<file path="src/hw/rtl/cgb_pkg.sv">
// ----------------------------------------------------------------------------
// cgb_pkg
// Shared widths, register indices and types of the clipped glyph blitter.
// ----------------------------------------------------------------------------
package cgb_pkg;

  // field widths
  localparam int COORD_W      = 13;
  localparam int REG_W        = 13;
  localparam int INDEX_W      = 24;
  localparam int COLOR_W      = 32;
  localparam int GLYPH_BITS   = 64;
  localparam int GLYPH_STRIDE = 8;
  localparam int CFG_IDX_W    = 1;

  // register indices of the configuration port
  localparam logic [CFG_IDX_W-1:0] REG_SCREEN_WIDTH  = 1'b0;
  localparam logic [CFG_IDX_W-1:0] REG_SCREEN_HEIGHT = 1'b1;

  // register values after reset
  localparam logic [REG_W-1:0] WIDTH_RESET  = 13'd640;
  localparam logic [REG_W-1:0] HEIGHT_RESET = 13'd480;

  typedef logic signed [COORD_W-1:0] coord_t;
  typedef logic [INDEX_W-1:0]        index_t;

  // status of the serial row base multiplier
  typedef struct packed {
    logic   done;
    index_t product;
  } mul_status_t;

endpackage

</file>
<file path="src/hw/rtl/clipped_glyph_blitter_unit.sv">
// ----------------------------------------------------------------------------
// clipped_glyph_blitter_unit
// Draws one bitmap glyph per command as a stream of clipped framebuffer writes.
// ----------------------------------------------------------------------------
// Usage:
//   A command (position, glyph bitmap, colour) is taken at a clock edge with
//   start high and busy low. busy stays high until the cycle that carries the
//   final write of the command.
//   Each write appears for one cycle with out_strobe high: linear index
//   (row * screen_width + column, low 24 bits), colour, and out_last_write
//   set on the final write of the command. A command with no visible pixel
//   gives no write at all.
//   Sequence: busy stays high equally long for every command, whatever
//   the glyph. The block first runs the bit-serial multiply of the start
//   row by the width and takes over its product, then one bitmap cell is
//   scanned per cycle, and the flush state releases the held-back final
//   write, which is on the write ports in the first cycle with busy low.
//   The next command is taken at the end of that cycle at the earliest.
//   Writes cannot be stalled; the receiver must take one per cycle.
//   Write screen width and height on the cfg port only while busy is low;
//   the block does not enforce this. Reset (rst_n low, synchronous) returns
//   to idle, drops any command in flight and sets the screen to 640 x 480.
// ----------------------------------------------------------------------------
module clipped_glyph_blitter_unit #(
  parameter int GLYPH_DIM = 8
) (
  input  logic                                clk,
  input  logic                                rst_n,
  // command channel
  input  logic                                start,
  output logic                                busy,
  input  logic signed [cgb_pkg::COORD_W-1:0]  in_pos_x,
  input  logic signed [cgb_pkg::COORD_W-1:0]  in_pos_y,
  input  logic [cgb_pkg::GLYPH_BITS-1:0]      in_glyph_bits,
  input  logic [cgb_pkg::COLOR_W-1:0]         in_ink_color,
  // write channel
  output logic                                out_strobe,
  output logic [cgb_pkg::INDEX_W-1:0]         out_pixel_index,
  output logic [cgb_pkg::COLOR_W-1:0]         out_pixel_value,
  output logic                                out_last_write,
  // configuration
  input  logic                                cfg_we,
  input  logic [cgb_pkg::CFG_IDX_W-1:0]       cfg_index,
  input  logic [cgb_pkg::REG_W-1:0]           cfg_data
);

  localparam int CNT_W   = $clog2(GLYPH_DIM);
  localparam int POS_W   = cgb_pkg::COORD_W + 1;
  localparam int RowSkip = cgb_pkg::GLYPH_STRIDE - GLYPH_DIM + 1;
  localparam logic [CNT_W-1:0] DimLast = CNT_W'(GLYPH_DIM - 1);

  // state codes
  localparam logic [1:0] ST_IDLE  = 2'd0;
  localparam logic [1:0] ST_MUL   = 2'd1;
  localparam logic [1:0] ST_SCAN  = 2'd2;
  localparam logic [1:0] ST_FLUSH = 2'd3;

  logic [1:0]                     state_r, state_nxt;
  logic [cgb_pkg::REG_W-1:0]      width_r, height_r;
  logic signed [POS_W-1:0]        x0_r, x0_nxt;
  logic signed [POS_W-1:0]        px_r, px_nxt;
  logic signed [POS_W-1:0]        py_r, py_nxt;
  logic [CNT_W-1:0]               col_r, col_nxt;
  logic [CNT_W-1:0]               row_r, row_nxt;
  logic [cgb_pkg::GLYPH_BITS-1:0] glyph_r, glyph_nxt;
  logic [cgb_pkg::COLOR_W-1:0]    color_r, color_nxt;
  cgb_pkg::index_t                row_base_r, row_base_nxt;
  cgb_pkg::index_t                pend_idx_r, pend_idx_nxt;
  logic                           pend_valid_r, pend_valid_nxt;
  logic                           strobe_r, strobe_nxt;
  logic                           last_r, last_nxt;
  cgb_pkg::index_t                oidx_r, oidx_nxt;
  logic [cgb_pkg::COLOR_W-1:0]    oval_r, oval_nxt;

  logic                           accept;
  logic                           px_in, py_in, hit;
  cgb_pkg::index_t                cur_idx;
  cgb_pkg::mul_status_t           mul_status;

  assign accept = start && (state_r == ST_IDLE);

  // width times start row, one bit per cycle
  cgb_row_base_mul u_mul (
    .clk    (clk),
    .rst_n  (rst_n),
    .start  (accept),
    .mcand  (width_r),
    .mplier (in_pos_y),
    .status (mul_status)
  );

  // clip test and index of the current cell
  assign px_in   = !px_r[POS_W-1] && (px_r[cgb_pkg::COORD_W-1:0] < width_r);
  assign py_in   = !py_r[POS_W-1] && (py_r[cgb_pkg::COORD_W-1:0] < height_r);
  assign hit     = glyph_r[0] && px_in && py_in;
  assign cur_idx = row_base_r
                 + cgb_pkg::index_t'(px_r[cgb_pkg::COORD_W-1:0]);

  // sequencer: one cell per cycle, last write held back by one hit
  always_comb begin
    state_nxt      = state_r;
    x0_nxt         = x0_r;
    px_nxt         = px_r;
    py_nxt         = py_r;
    col_nxt        = col_r;
    row_nxt        = row_r;
    glyph_nxt      = glyph_r;
    color_nxt      = color_r;
    row_base_nxt   = row_base_r;
    pend_idx_nxt   = pend_idx_r;
    pend_valid_nxt = pend_valid_r;
    strobe_nxt     = 1'b0;
    last_nxt       = 1'b0;
    oidx_nxt       = oidx_r;
    oval_nxt       = oval_r;
    unique case (state_r)
      ST_IDLE: begin
        if (start) begin
          x0_nxt         = POS_W'(in_pos_x);
          px_nxt         = POS_W'(in_pos_x);
          py_nxt         = POS_W'(in_pos_y);
          glyph_nxt      = in_glyph_bits;
          color_nxt      = in_ink_color;
          col_nxt        = '0;
          row_nxt        = '0;
          pend_valid_nxt = 1'b0;
          state_nxt      = ST_MUL;
        end
      end
      ST_MUL: begin
        if (mul_status.done) begin
          row_base_nxt = mul_status.product;
          state_nxt    = ST_SCAN;
        end
      end
      ST_SCAN: begin
        if (hit) begin
          if (pend_valid_r) begin
            strobe_nxt = 1'b1;
            oidx_nxt   = pend_idx_r;
            oval_nxt   = color_r;
          end
          pend_idx_nxt   = cur_idx;
          pend_valid_nxt = 1'b1;
        end
        if (col_r == DimLast) begin
          col_nxt      = '0;
          px_nxt       = x0_r;
          py_nxt       = py_r + POS_W'(1);
          row_base_nxt = row_base_r + cgb_pkg::index_t'(width_r);
          glyph_nxt    = glyph_r >> RowSkip;
          if (row_r == DimLast) begin
            state_nxt = ST_FLUSH;
          end else begin
            row_nxt = row_r + 1'b1;
          end
        end else begin
          col_nxt   = col_r + 1'b1;
          px_nxt    = px_r + POS_W'(1);
          glyph_nxt = glyph_r >> 1;
        end
      end
      ST_FLUSH: begin
        if (pend_valid_r) begin
          strobe_nxt = 1'b1;
          last_nxt   = 1'b1;
          oidx_nxt   = pend_idx_r;
          oval_nxt   = color_r;
        end
        pend_valid_nxt = 1'b0;
        state_nxt      = ST_IDLE;
      end
      default: begin
        state_nxt = ST_IDLE;
      end
    endcase
  end

  // control state and configuration registers
  always_ff @(posedge clk) begin
    if (!rst_n) begin
      state_r      <= ST_IDLE;
      pend_valid_r <= 1'b0;
      strobe_r     <= 1'b0;
      width_r      <= cgb_pkg::WIDTH_RESET;
      height_r     <= cgb_pkg::HEIGHT_RESET;
    end else begin
      state_r      <= state_nxt;
      pend_valid_r <= pend_valid_nxt;
      strobe_r     <= strobe_nxt;
      if (cfg_we) begin
        unique case (cfg_index)
          cgb_pkg::REG_SCREEN_WIDTH:  width_r  <= cfg_data;
          cgb_pkg::REG_SCREEN_HEIGHT: height_r <= cfg_data;
          default: ;
        endcase
      end
    end
  end

  // datapath registers
  always_ff @(posedge clk) begin
    x0_r       <= x0_nxt;
    px_r       <= px_nxt;
    py_r       <= py_nxt;
    col_r      <= col_nxt;
    row_r      <= row_nxt;
    glyph_r    <= glyph_nxt;
    color_r    <= color_nxt;
    row_base_r <= row_base_nxt;
    pend_idx_r <= pend_idx_nxt;
    last_r     <= last_nxt;
    oidx_r     <= oidx_nxt;
    oval_r     <= oval_nxt;
  end

  assign busy            = (state_r != ST_IDLE);
  assign out_strobe      = strobe_r;
  assign out_pixel_index = oidx_r;
  assign out_pixel_value = oval_r;
  assign out_last_write  = last_r;

endmodule

</file>
<file path="src/hw/rtl/cgb_row_base_mul.sv">
// ----------------------------------------------------------------------------
// cgb_row_base_mul
// Bit-serial shift-add multiplier: screen width times signed start row,
// modulo 2^24, one multiplier bit per cycle.
// ----------------------------------------------------------------------------
module cgb_row_base_mul (
  input  logic                             clk,
  input  logic                             rst_n,
  input  logic                             start,
  input  logic [cgb_pkg::REG_W-1:0]        mcand,
  input  cgb_pkg::coord_t                  mplier,
  output cgb_pkg::mul_status_t             status
);

  localparam int CNT_W = $clog2(cgb_pkg::COORD_W);
  localparam logic [CNT_W-1:0] LastStep = CNT_W'(cgb_pkg::COORD_W - 1);

  cgb_pkg::index_t              acc_r, acc_nxt;
  cgb_pkg::index_t              mcand_r, mcand_nxt;
  logic [cgb_pkg::COORD_W-1:0]  mplier_r, mplier_nxt;
  logic [CNT_W-1:0]             cnt_r, cnt_nxt;
  logic                         run_r, run_nxt;
  logic                         done_r, done_nxt;
  cgb_pkg::index_t              addend;

  // one partial product per cycle, the sign bit carries negative weight
  always_comb begin
    acc_nxt    = acc_r;
    mcand_nxt  = mcand_r;
    mplier_nxt = mplier_r;
    cnt_nxt    = cnt_r;
    run_nxt    = run_r;
    done_nxt   = 1'b0;
    addend     = mplier_r[0] ? mcand_r : '0;
    if (start) begin
      acc_nxt    = '0;
      mcand_nxt  = cgb_pkg::index_t'(mcand);
      mplier_nxt = mplier;
      cnt_nxt    = '0;
      run_nxt    = 1'b1;
    end else if (run_r) begin
      if (cnt_r == LastStep) begin
        acc_nxt  = acc_r - addend;
        run_nxt  = 1'b0;
        done_nxt = 1'b1;
      end else begin
        acc_nxt = acc_r + addend;
      end
      mcand_nxt  = {mcand_r[cgb_pkg::INDEX_W-2:0], 1'b0};
      mplier_nxt = {1'b0, mplier_r[cgb_pkg::COORD_W-1:1]};
      cnt_nxt    = cnt_r + 1'b1;
    end
  end

  // control state
  always_ff @(posedge clk) begin
    if (!rst_n) begin
      run_r  <= 1'b0;
      done_r <= 1'b0;
      cnt_r  <= '0;
    end else begin
      run_r  <= run_nxt;
      done_r <= done_nxt;
      cnt_r  <= cnt_nxt;
    end
  end

  // datapath
  always_ff @(posedge clk) begin
    acc_r    <= acc_nxt;
    mcand_r  <= mcand_nxt;
    mplier_r <= mplier_nxt;
  end

  assign status.done    = done_r;
  assign status.product = acc_r;

endmodule

</file>
<file path="config.mk">
export PLATFORM = sky130hd
export DESIGN_NAME = clipped_glyph_blitter_unit
export DESIGN_NICKNAME = d
export VERILOG_FILES = /design/src/hw/rtl/cgb_pkg.sv /design/src/hw/rtl/clipped_glyph_blitter_unit.sv /design/src/hw/rtl/cgb_row_base_mul.sv
export SDC_FILE = /design/constraint.sdc
export NUM_CORES = 1
export LEC_CHECK = 0
export ABC_AREA = 1
export BUFFER_PORTS_ARGS = -buffer_cell sky130_fd_sc_hd__buf_2
export CAP_MARGIN = 20
export CORE_MARGIN = 2
export CORE_UTILIZATION = 55
export CTS_CLUSTER_DIAMETER = 30
export DETAILED_ROUTE_END_ITERATION = 10
export HOLD_SLACK_MARGIN = 0.15
export PLACE_DENSITY = 0.88
export SLEW_MARGIN = 20
export SYNTH_ARGS = -nofsm -noshare
export SYNTH_HDL_FRONTEND = slang
export SYNTH_SLANG_ARGS = --single-unit
export TNS_END_PERCENT = 20
</file>
<file path="constraint.sdc">
create_clock -name clk -period 9.55 [get_ports clk]
set_input_delay 1.4325 -clock clk [delete_from_list [all_inputs] [get_ports clk]]
set_output_delay 1.4325 -clock clk [all_outputs]
set_load 0.01 [all_outputs]
</file>
# [Word-level counts from Yosys, hierarchy flattened]
# Cells that the tools add are included.
[op_classes] add_sub_neg=9 magnitude_cmp=2 n_eq_ne=12 muxes=44 bitwise=3 n_reduce_logical=27
[ops] cell="two-way mux 24 bit" n=6
[ops] cell="one-hot mux 64 bit (2 select lines)" n=1
[ops] cell="one-hot mux 24 bit (2 select lines)" n=2
[ops] cell="two-way mux 32 bit" n=2
[ops] cell="two-way mux 64 bit" n=1
[ops] cell="one-hot mux 32 bit (2 select lines)" n=1
[ops] cell="two-way mux 14 bit" n=4
[ops] cell="one-hot mux 14 bit (2 select lines)" n=2
[ops] cell="two-way mux 13 bit" n=4
[ops] cell="adder 24 x 13 -> 24 bit" n=2
[ops] cell="adder 14 x 2 -> 14 bit (second input constant)" n=2
[ops] cell="less-than comparator 13 bit" n=2
[ops] cell="adder 24 bit" n=1
[ops] cell="subtractor 24 bit" n=1
[ops] cell="two-way mux 3 bit" n=4
[ops] cell="one-hot mux 3 bit (2 select lines)" n=2
[ops] cell="AND reduction 2 bit" n=6
[ops] cell="inequality test 2 bit (second input constant)" n=5
[ops] cell="nonzero test 2 bit" n=5
[ops] cell="AND reduction 3 bit" n=3
[ops] cell="two-way mux 1 bit" n=8
[ops] cell="two-way mux 2 bit" n=4
[ops] cell="one-hot mux 2 bit (4 select lines)" n=1
[ops] cell="AND reduction 4 bit" n=2
[ops] cell="other kinds (16)" n=26
[totals] ff_bits=345 output_inout_bits=59 elab_cells=121

# [Depth between registers and ports, before layout]
[depth] ltp_word=6 ltp_mapped=28 depth_no_buf=27

# [Modules after synthesis]
# Synthesis repeated with hierarchy kept, for this count alone.
[unflattened] cells_unflattened=1970 area_unflattened_um2=17792.1
[by_module_without_submodules] module="clipped_glyph_blitter_unit" n_inst=1 cells_per_inst=1292 area_per_inst_um2=13110.1
[by_module_without_submodules] module="cgb_row_base_mul" n_inst=1 cells_per_inst=678 area_per_inst_um2=4682.0

# [Worst setup path before layout]
# OpenSTA, ideal clock, no wires.
[synth_path] path_type="register -> register" startpoint="reg state_r[0]" endpoint="reg row_r[0] (enable)" t_arrival_ns=8.015 required_time_ns=9.203 setup_slack_ns=1.188 stages_incl_launch_ff=9 n_path_buf=2 period_less_slack_ns=8.362 cell_sequence="dfxtp_1 -> inv_1 -> ha_1 -> clkbuf_1 -> inv_1 -> buf_2 -> o21ai_0 -> and2_1 -> a21boi_0"
[synth_between] elab_chain_cells=3 word_cells_on_any_way=7 classes_between="4 x eq/ne; 3 x reduce/logical"
[synth_lines] item="from (decl)" line="clipped_glyph_blitter_unit.sv:58" rtl="logic [1:0] state_r, state_nxt;"
[synth_lines] item="from (signal assigned)" line="clipped_glyph_blitter_unit.sv:188" rtl="state_r <= state_nxt;"
[synth_lines] item="equality test 2 bit or logical NOT 2 bit (tied branches)" line="clipped_glyph_blitter_unit.sv:116" rtl="unique case (state_r)"
[synth_lines] item="inequality test 2 bit (no line) or nonzero test 2 bit (tied branches)"
[synth_lines] item="AND reduction 4 bit (no line) *"
[synth_lines] item="to (signal assigned)" line="clipped_glyph_blitter_unit.sv:207" rtl="row_r <= row_nxt;"
[synth_lines] item="to (decl)" line="clipped_glyph_blitter_unit.sv:64" rtl="logic [CNT_W-1:0] row_r, row_nxt;"
# Every way passes the cells marked *; elsewhere a longest branch is shown, timed or not.
# A chain may end at the register's enable or synchronous reset.

# [Final worst setup path]
[layout_path] startpoint="reg u_mul.mplier_r[0] (netlist bit)" endpoint="reg u_mul.acc_r[22]"
[layout_between] elab_chain_cells=3 word_cells_on_any_way=4 classes_between="2 x add/sub; 2 x mux"
[layout_lines] item="from (decl)" line="cgb_row_base_mul.sv:20" rtl="logic [cgb_pkg::COORD_W-1:0] mplier_r, mplier_nxt;"
[layout_lines] item="from (signal assigned)" line="cgb_row_base_mul.sv:72" rtl="mplier_r <= mplier_nxt;"
[layout_lines] item="two-way mux 24 bit *" line="cgb_row_base_mul.sv:34" rtl="addend = mplier_r[0] ? mcand_r : '0;"
[layout_lines] item="adder 24 bit or subtractor 24 bit (tied branches)" line="cgb_row_base_mul.sv:47, cgb_row_base_mul.sv:43"
[layout_lines] item="two-way mux 24 bit *" line="cgb_row_base_mul.sv:42" rtl="if (cnt_r == LastStep) begin"
[layout_lines] item="to (signal assigned)" line="cgb_row_base_mul.sv:70" rtl="acc_r <= acc_nxt;"
[layout_lines] item="to (decl)" line="cgb_row_base_mul.sv:18" rtl="cgb_pkg::index_t acc_r, acc_nxt;"
# Marks and branches as above.

==> results.cfg <==
[outcome]
outcome = completed

[place]
placed_area_um2 = 18700
place.gp.congestion = 0.993
dp_cells = 2430
port_buffers = 198
hpwl_mm = 29.0

[drt]
vias = 14087
wire_per_inst_um = 16.7
dr.pass1.iters = 7
route.detailed.drc = 0
routed_wl_mm = 42.6
dr.first_iter.drc_count = 1279
ant_nets = 0
vias_per_cell = 5.53

[synth]
synth_ff_type = edfxtp_1
synth_most_common_cell = nand2_1
synthCells = 1874
synth_commonest_cells = 542 x nand2_1, 273 x edfxtp_1, 201 x inv_1
synth_sequential_area_ratio_pct = 55.5
yosysWarningCount = 0
synth_cell_types = 43
syn_nets = 2104
synthTopCellsByArea = edfxtp_1 47%, nand2_1 12%, dfxtp_1 8.3%, ha_1 6.3%, inv_1 4.3%
synth_top_area_share_pct = 47.2
ys_async_sr_fraction_pct = 0
synth_top_cell_by_area = edfxtp_1
synth.avg_cell_area_um2 = 9.27
synth_area_um2 = 17400
ys_seq_elements = 345
synth_edf_count = 273

[worst_setup_path]
r2r_cells = 16
crit_fanout = 26
crit_type = reg -> reg
rr_endpoint = u_mul.acc_r[22]$_SDFFE_PP0P_
rrSetupSlack_ns = 5.60
r2r_start = u_mul.mplier_r[0]$_DFFE_PP_
crit_required_ns = 10.02
crit_start = u_mul.mplier_r[0]$_DFFE_PP_
worstPathArrival_ns = 4.42
endpoint_kind = flop
cp-start-kind = flop

[power]
p_leak_nw = 9.32
power_w = 0.00731
vdd_drop_max_mv = 0.262
power_per_cell_area_nw_per_um2 = 350

[global_routing]
met2_usage_pct = 43.6
grt_pass1_wl_mm = 67.8
grt_pass1_vias = 13974
grt_util_all_layers_pct = 25.4
overflow = 0
grt_use_met3_pct = 6.30
antenna_found_initial = 3
grt_max_degree = 119
busiest_layer = met2
use_met1_pct = 31.3

[layout]
nets = 2321
syn2layout_area_growth_pct = 20.2
drive_above_1_share_pct = 16.6
design_area_um2 = 20900
instances_no_fill = 2548

[timing]
hold_slack_ns = 0.414
drv_slew = 0
finalSetupViolCount = 0
post-route-period-util_pct = 41.4
finalClockSkew_ns = 0.0210
worst_slew_pin_slew_ns = 1.11
rsz0062_at_grt = false
setup_tns_ns = 0
max_freq_mhz = 253
finalHoldViolations = 0
slew_headroom_pct = 26.1
layout_min_cycle_time_ns = 3.95

[floorplan]
die_h_um = 182
fp.dieW_um = 182
dieArea_um2 = 33000
pin_count = 199
rows = 65
core_um2 = 31300
initial_utilization_pct = 55.5

[clocking]
clockRootBuffer = clkbuf_16
insertion_delay_ns = 0.59
hold_buffers = 0
path_clk_slew_ns = 0.05
htreeDepth = 2
clk_path_buf_depth = 3
cts-buffers-inserted = 61
ctsResizeCount = 0
postCtsSetupBuffers = 0
tritoncts = built
clock_sinks = 345

[worst_hold_path]
hold_class = reg -> reg
hold_depth = 0
whs_endpoint = out_pixel_value[26]$_DFFE_PP_
min_from = color_r[26]$_DFFE_PP_

[run]
drv_cap = 0
==> layer usage <==
layer / vias to the layer above / share of wire [%]
met5: - / 0.033
met4: 2 / 3.3
met3: 140 / 9.8
met2: 704 / 47
met1: 6513 / 40
li1: 6728 / -
==> cells by family (layout without fill, tap and decap cells) <==
kind of cell | after synthesis | after routing | synth area share, %
fa+ha+maj | 90 | 90 | 6.61
flops | 345 | 345 | 55.5
buf+inv | 257 | 527 | 5.78
xor+xnor | 73 | 73 | 3.68
compound gates | 296 | 296 | 9.20
simple gates | 813 | 813 | 19.3
other cells | 0 | 2 | 0
==> critical path: stages, from the launching register on <==
cell and delay, ns:
edfxtp_1 1.08, nand2_1 0.28, ha_1 0.31, or2_2 0.30
xor2_1 0.14, ha_1 0.37, nand3_1 0.09, nand2_1 0.19
inv_1 0.10, nor2_1 0.09, nor2_1 0.07, o21ai_0 0.39
nand2_1 0.14, nand3_1 0.12, nand3_1 0.07, nand2_1 0.07
inv_1 0.04
==> report_power, final <==
part           switching, W  internal, W  total, W
Sequential         0.000266      0.00223   0.00250
Combinational       0.00176     0.000847   0.00260
Clock              0.000790      0.00141   0.00220
Total               0.00281      0.00449   0.00731
==> area by class of cell <==
class | count | area (µm²)
Fill cell | 2228 | 10400
Timing Repair Buffer | 208 | 1070
Multi-Input combinational cell | 1272 | 6770
Clock inverter | 48 | 542
Antenna cell | 2 | 5.00
Clock buffer | 68 | 1590
Sequential cell | 345 | 9640
Tap cell | 402 | 503
Inverter | 203 | 763
==> layout by cell type, fill, tap and decap left out, drive strengths merged, types with 2 or more instances in the layout <==
master,count
xor2,47
a211oi,4
clkinvlp,9
a21boi,2
nand2,558
fa,3
nor3,14
o22ai,18
ha,87
nor2,135
a21o,4
o21ai,134
nor3b,3
nand3,76
buf,208
a31oi,2
o21a,2
dfxtp,72
inv,214
clkinv,21
nand4,15
bufinv,7
edfxtp,273
xnor2,26
o21bai,6
a21oi,112
nand3b,2
or2,6
o211ai,11
diode,2
clkbuf,68
==> registers in the layout (all words and copies together), names as in the netlist, 13 cells and up <==
| signal | flops |
|---|---|
| u_mul.mcand_r | 24 |
| u_mul.acc_r | 24 |
| color_r | 32 |
| py_r | 14 |
| glyph_r | 64 |
| height_r | 13 |
| px_r | 14 |
| row_base_r | 24 |
| u_mul.mplier_r | 13 |
| pend_idx_r | 24 |
| out_pixel_index | 24 |
| x0_r | 13 |
| width_r | 13 |
| out_pixel_value | 32 |
==> worst max path at each step <==
stage	endpoint	slack (ns)	cells past startpoint
6_report	u_mul.acc_r[22]$_SDFFE_PP0P_	5.60	16
5_1_grt	u_mul.acc_r[18]$_SDFFE_PP0P_	5.39	20
4_1_cts	u_mul.acc_r[18]$_SDFFE_PP0P_	5.67	16
3_5_place_dp	u_mul.acc_r[18]$_SDFFE_PP0P_	5.69	16
3_3_place_gp	u_mul.acc_r[22]$_SDFFE_PP0P_	5.81	16
2_1_floorplan	row_r[0]$_SDFFCE_PN0P_	1.19	8
==> stage by stage <==
step / setup slack (ns) / util, %
after global placement: 5.81 / 59.9
after CTS: 5.67 / 66.7
after floorplan: 1.19 / -
final: 5.60 / 66.7
after detailed placement: 5.69 / 59.9
after global routing: 5.39 / 66.7
No activity file was read; power rests on OpenSTA's default activity.
